$ cat src/cwb_pkg.sv
package cwb_pkg;

    localparam int TABLE_DEPTH_DEF = 256;

    localparam int POS_W  = 16;
    localparam int LAT_W  = 16;
    localparam int KIND_W = 2;
    localparam int REG_W  = 16;
    localparam int REGI_W = 2;

    localparam logic [KIND_W-1:0] KIND_STORE = 2'd0;
    localparam logic [KIND_W-1:0] KIND_QUERY = 2'd1;
    localparam logic [KIND_W-1:0] KIND_CLEAR = 2'd2;

    localparam logic [REGI_W-1:0] REG_DEFAULT_LOW  = 2'd0;
    localparam logic [REGI_W-1:0] REG_DEFAULT_HIGH = 2'd1;
    localparam logic [REGI_W-1:0] REG_WINDOW_LEN   = 2'd2;

    localparam logic signed [LAT_W-1:0] RST_DEFAULT_LOW  = -16'sd2560;
    localparam logic signed [LAT_W-1:0] RST_DEFAULT_HIGH = 16'sd2560;
    localparam logic [POS_W-1:0]        RST_WINDOW_LEN   = 16'd256;

    typedef enum logic [2:0] {
        ST_IDLE,
        ST_EXEC,
        ST_SCAN,
        ST_DRAIN,
        ST_DONE
    } t_state;

    typedef struct packed {
        logic latch;
        logic exec;
        logic rd_issue;
        logic load_out;
    } t_cmd;

    typedef struct packed {
        logic             is_query;
        logic             cnt_zero;
        logic             last_rd;
        logic             out_free;
    } t_sts;

endpackage

$ cat src/cwb_ctrl.sv
module cwb_ctrl
    import cwb_pkg::*;
    (
        input  logic i_clk,
        input  logic i_rst_n,
        input  logic i_valid,
        input  t_sts i_sts,
        output logic o_stall,
        output t_cmd o_cmd
    );

    t_state r_state;
    t_state n_state;

    always_ff @(posedge i_clk) begin
        if (!i_rst_n) begin
            r_state <= ST_IDLE;
        end else begin
            r_state <= n_state;
        end
    end

    always_comb begin
        n_state = r_state;
        o_cmd   = '0;
        o_stall = 1'b1;
        unique case (r_state)
            ST_IDLE: begin
                o_stall = 1'b0;
                if (i_valid) begin
                    o_cmd.latch = 1'b1;
                    n_state     = ST_EXEC;
                end
            end
            ST_EXEC: begin
                o_cmd.exec = 1'b1;
                if (i_sts.is_query && !i_sts.cnt_zero) begin
                    n_state = ST_SCAN;
                end else begin
                    n_state = ST_DONE;
                end
            end
            ST_SCAN: begin
                o_cmd.rd_issue = 1'b1;
                if (i_sts.last_rd) begin
                    n_state = ST_DRAIN;
                end
            end
            ST_DRAIN: begin
                // last read word is folded in this cycle
                n_state = ST_DONE;
            end
            ST_DONE: begin
                if (i_sts.out_free) begin
                    o_cmd.load_out = 1'b1;
                    n_state        = ST_IDLE;
                end
            end
            default: begin
                n_state = ST_IDLE;
            end
        endcase
    end

endmodule

$ cat config.mk
export PLATFORM = sky130hd
export DESIGN_NAME = cwb_ctrl
export DESIGN_NICKNAME = d
export VERILOG_FILES = /design/src/cwb_pkg.sv /design/src/cwb_ctrl.sv
export SDC_FILE = /design/constraint.sdc
export NUM_CORES = 1
export LEC_CHECK = 0
export ABC_AREA = 1
export BUFFER_PORTS_ARGS = -buffer_cell sky130_fd_sc_hd__clkbuf_2
export CORE_AREA = 8 8 45 47
export CTS_CLUSTER_SIZE = 40
export DETAILED_ROUTE_END_ITERATION = 8
export DIE_AREA = 0 0 53 55
export PLACE_DENSITY = 0.32
export SETUP_SLACK_MARGIN = 0.4
export SLEW_MARGIN = 10
export SYNTH_ARGS = -nofsm -noshare
export SYNTH_HDL_FRONTEND = slang
export SYNTH_SLANG_ARGS = --single-unit
$ cat constraint.sdc
create_clock -name i_clk -period 1.2 [get_ports i_clk]
set_clock_uncertainty 0.05 [all_clocks]
set_input_delay 0.06 -clock i_clk [delete_from_list [all_inputs] [get_ports i_clk]]
set_output_delay 0.06 -clock i_clk [all_outputs]
set_load 0.02 [all_outputs]
==> metrics.txt <==
setup slack, reg-to-reg 0.22 ns; Initial Util 13.29%; Post-Synth Simple-Gate Area 41.50%; Period Utilization, post-route 97.61%; VDD IR-drop max 405.4 uV; worst-path cell chain nor4_4, clkbuf_8; syn_nets 36; area of the multi-input gates 128.9 um^2; LEAKAGE 0.1815 nW; CTS Hold Bufs 0; antenna cell count 0; CTS buffer count 3; Max clock buf depth 2; die height 55 um; Synth Cell Area 183.9 um^2; Critical Path Start Type flip-flop; CTS tree built; Synth top area share 32.65%; IO Count 12; DIE AREA 2915 um^2; Crit. End Element output pin; Crit Path Category reg2out; FF-to-FF path depth 5; number of clock sinks 3; worst hold slack 0.03571 ns; depth of the CTS H-tree 1; number of fill cells 163; Largest Register r_state; via count 241; max FFs per register 3; Max stage delay cell, worst path dfxtp_4; Worst Path Max Fanout 5; CP max stage delay 0.37 ns; Compound-Gate Fraction of Synth Area 7.483%; adder-cell share of the synthesized area 0%; Initial DRC Count 0; P per Cell Area 1330 nW/um^2; Final #Nets 54; worst-margin pin slew 0.2015 ns; worst path arrival time 1.06 ns; worst slew margin relative to its limit 86.47%; Area after DPL 296.5 um^2; Final ANT Viol Nets 0; TritonRoute pass-1 iters 1; first-pass GRT wire length 931 um; Die X-Extent 53 um; worst-skew pair later-pin latency 0.23 ns; root buf cell clkbuf_4; All-Layer GR Usage 4.481%; synth unique cells 12; multiplexer share of the synthesized area 0%; drt total wl 593 um; Seq/Total Area, Yosys 32.65%; critical path endpoint o_cmd[0]; setup_tns 0 ns; share of layout cells above drive strength 1 63.04%; largest net degree at the start of global routing 6; hpwl dp 473.7 um; sequential standard cell area 71.32 um^2; core box area 1384 um^2; Worst R2R Start r_state[2]; combinational family with the most area after synthesis simple AND/OR/NAND/NOR gates; RSZ-0062 raised after global routing true; status finished, final reports clean; syn_area_per_cell 6.342 um^2; largest cells by area after synthesis dfxtp_1 33%, inv_1 16%, nand3_1 8.2%, nand2_1 8.2%, nand4_1 6.8%; maximum clock frequency 853.7 MHz; Via density 3.887; finished layout cell area 377.9 um^2; cell taking the most area after synthesis dfxtp_1; reg2reg end r_state[0]; vias in the first global route 260; DRC errors left 0; synthesis-to-finish area growth 105.4%; crit path time final 1.171 ns; Seq cells post-synth 3; initial antenna violation count 0; DR WL/cell 9.565 um; synthesized-area fraction occupied by xor and xnor cells 0%; Critical path origin r_state[1]; Setup-failing EPs final 0; worst hold path class in2reg; CP required 1.09 ns; count of pins over their slew limit 0; Max-Cap Viols 0; dpl cells 56; PortBufs 11; Rows 14; CTS clk-pin slew, worst paths 0.04 ns; Syn Inst Count 29; post-route insts no fill 62; gpl congestion 0.6560; YS warnings 0; Largest regs r_state: 3 flops; final hold violations 0; Overflow after GRT 0
-- report_power, final --
group          leakage (nW)  internal, W  switching (W)
combinational         0.140    0.0000919       0.000101
clock                0.0150     0.000124      0.0000493
sequential           0.0267     0.000113      0.0000232
-- area by class of cell --
| type | instances | share of cell area, % |
|---|---|---|
| flip-flops and latches | 3 | 18.87 |
| repair buffers | 13 | 25.17 |
| inverters | 9 | 9.603 |
| well taps | 16 | 5.298 |
| multi-input cells | 17 | 34.11 |
| clock buffers | 4 | 6.954 |
-- routing by layer --
layer / share of wire [%] / track usage [%] / up-vias
met1: 37 / 3.951 / 108
li1: - / - / 127
met2: 55 / 8.008 / 6
met3: 7.4 / 2.406 / 0
met5: 0 / 0 / -
met4: 0 / 2.586 / 0
-- Yosys cell counts --
library cell and n:
nand3_1 3, inv_2 1, nand4_1 2, nor2_2 1, a21oi_2 1, inv_1 8
nor4_1 1, dfxtp_1 3, nor2_1 3, a21oi_1 1, nand2_1 4, nor3_2 1
-- stage by stage --
stage / util (%) / power [W] / setup slack (ns)
CTS: 26.94 / 0.0005098 / 0.02452
global route: 27.31 / 0.0005349 / 0.01050
floorplan: - / 0.0002437 / 0.2033
finish: 27.31 / 0.0005025 / 0.02866
detailed placement: 21.43 / 0.0002886 / 0.1492
global placement: 21.43 / 0.0002897 / 0.1421
-- cells in the final DEF (no fill, tap or decap) --
cell	instances
clkbuf_8	2
clkbuf_4	4
nand2_2	2
buf_4	4
inv_4	1
a21oi_1	1
nor2_4	2
nor2_1	2
nor4_4	1
nor3_4	1
dfxtp_4	3
clkbuf_1	1
inv_2	2
a21oi_2	1
clkbuf_2	6
nand3_1	3
nand2_1	2
inv_1	6
nand4_1	2
-- how the worst min path moves through the flow --
stage / startpoint / cells past startpoint / slack (ns) / end
final: i_rst_n / 3 / 0.04 / r_state[1]
after global routing: i_rst_n / 3 / 0.05 / r_state[1]
after CTS: i_rst_n / 3 / 0.03 / r_state[1]
after detailed placement: i_rst_n / 3 / 0.28 / r_state[0]
after global placement: i_rst_n / 3 / 0.28 / r_state[1]
after floorplan: i_rst_n / 2 / 0.17 / r_state[1]
-- logic make-up (layout without fill, tap and decap cells) --
kind of cell,count (synthesis),after routing
buffers and inverters,9,26
AO/OA/AOI/OAI,2,2
flip-flops,3,3
AND/OR/NAND/NOR,15,15
-- worst max-delay path: cells and delay by family (launching register included) --
family / cells / cell delay (ns)
DFF: 1 / 0.37
and+or+nand+nor: 1 / 0.28
buffers and inverters: 1 / 0.19
-- what timing repair did --
item | 4_1_cts | 5_1_grt
resized for setup | 12 | 5
pin swaps | 1 | 2
endpoints found under the setup margin | 8 | 8
setup buffers | 2 | 0
(Power assumes the default switching activity.)
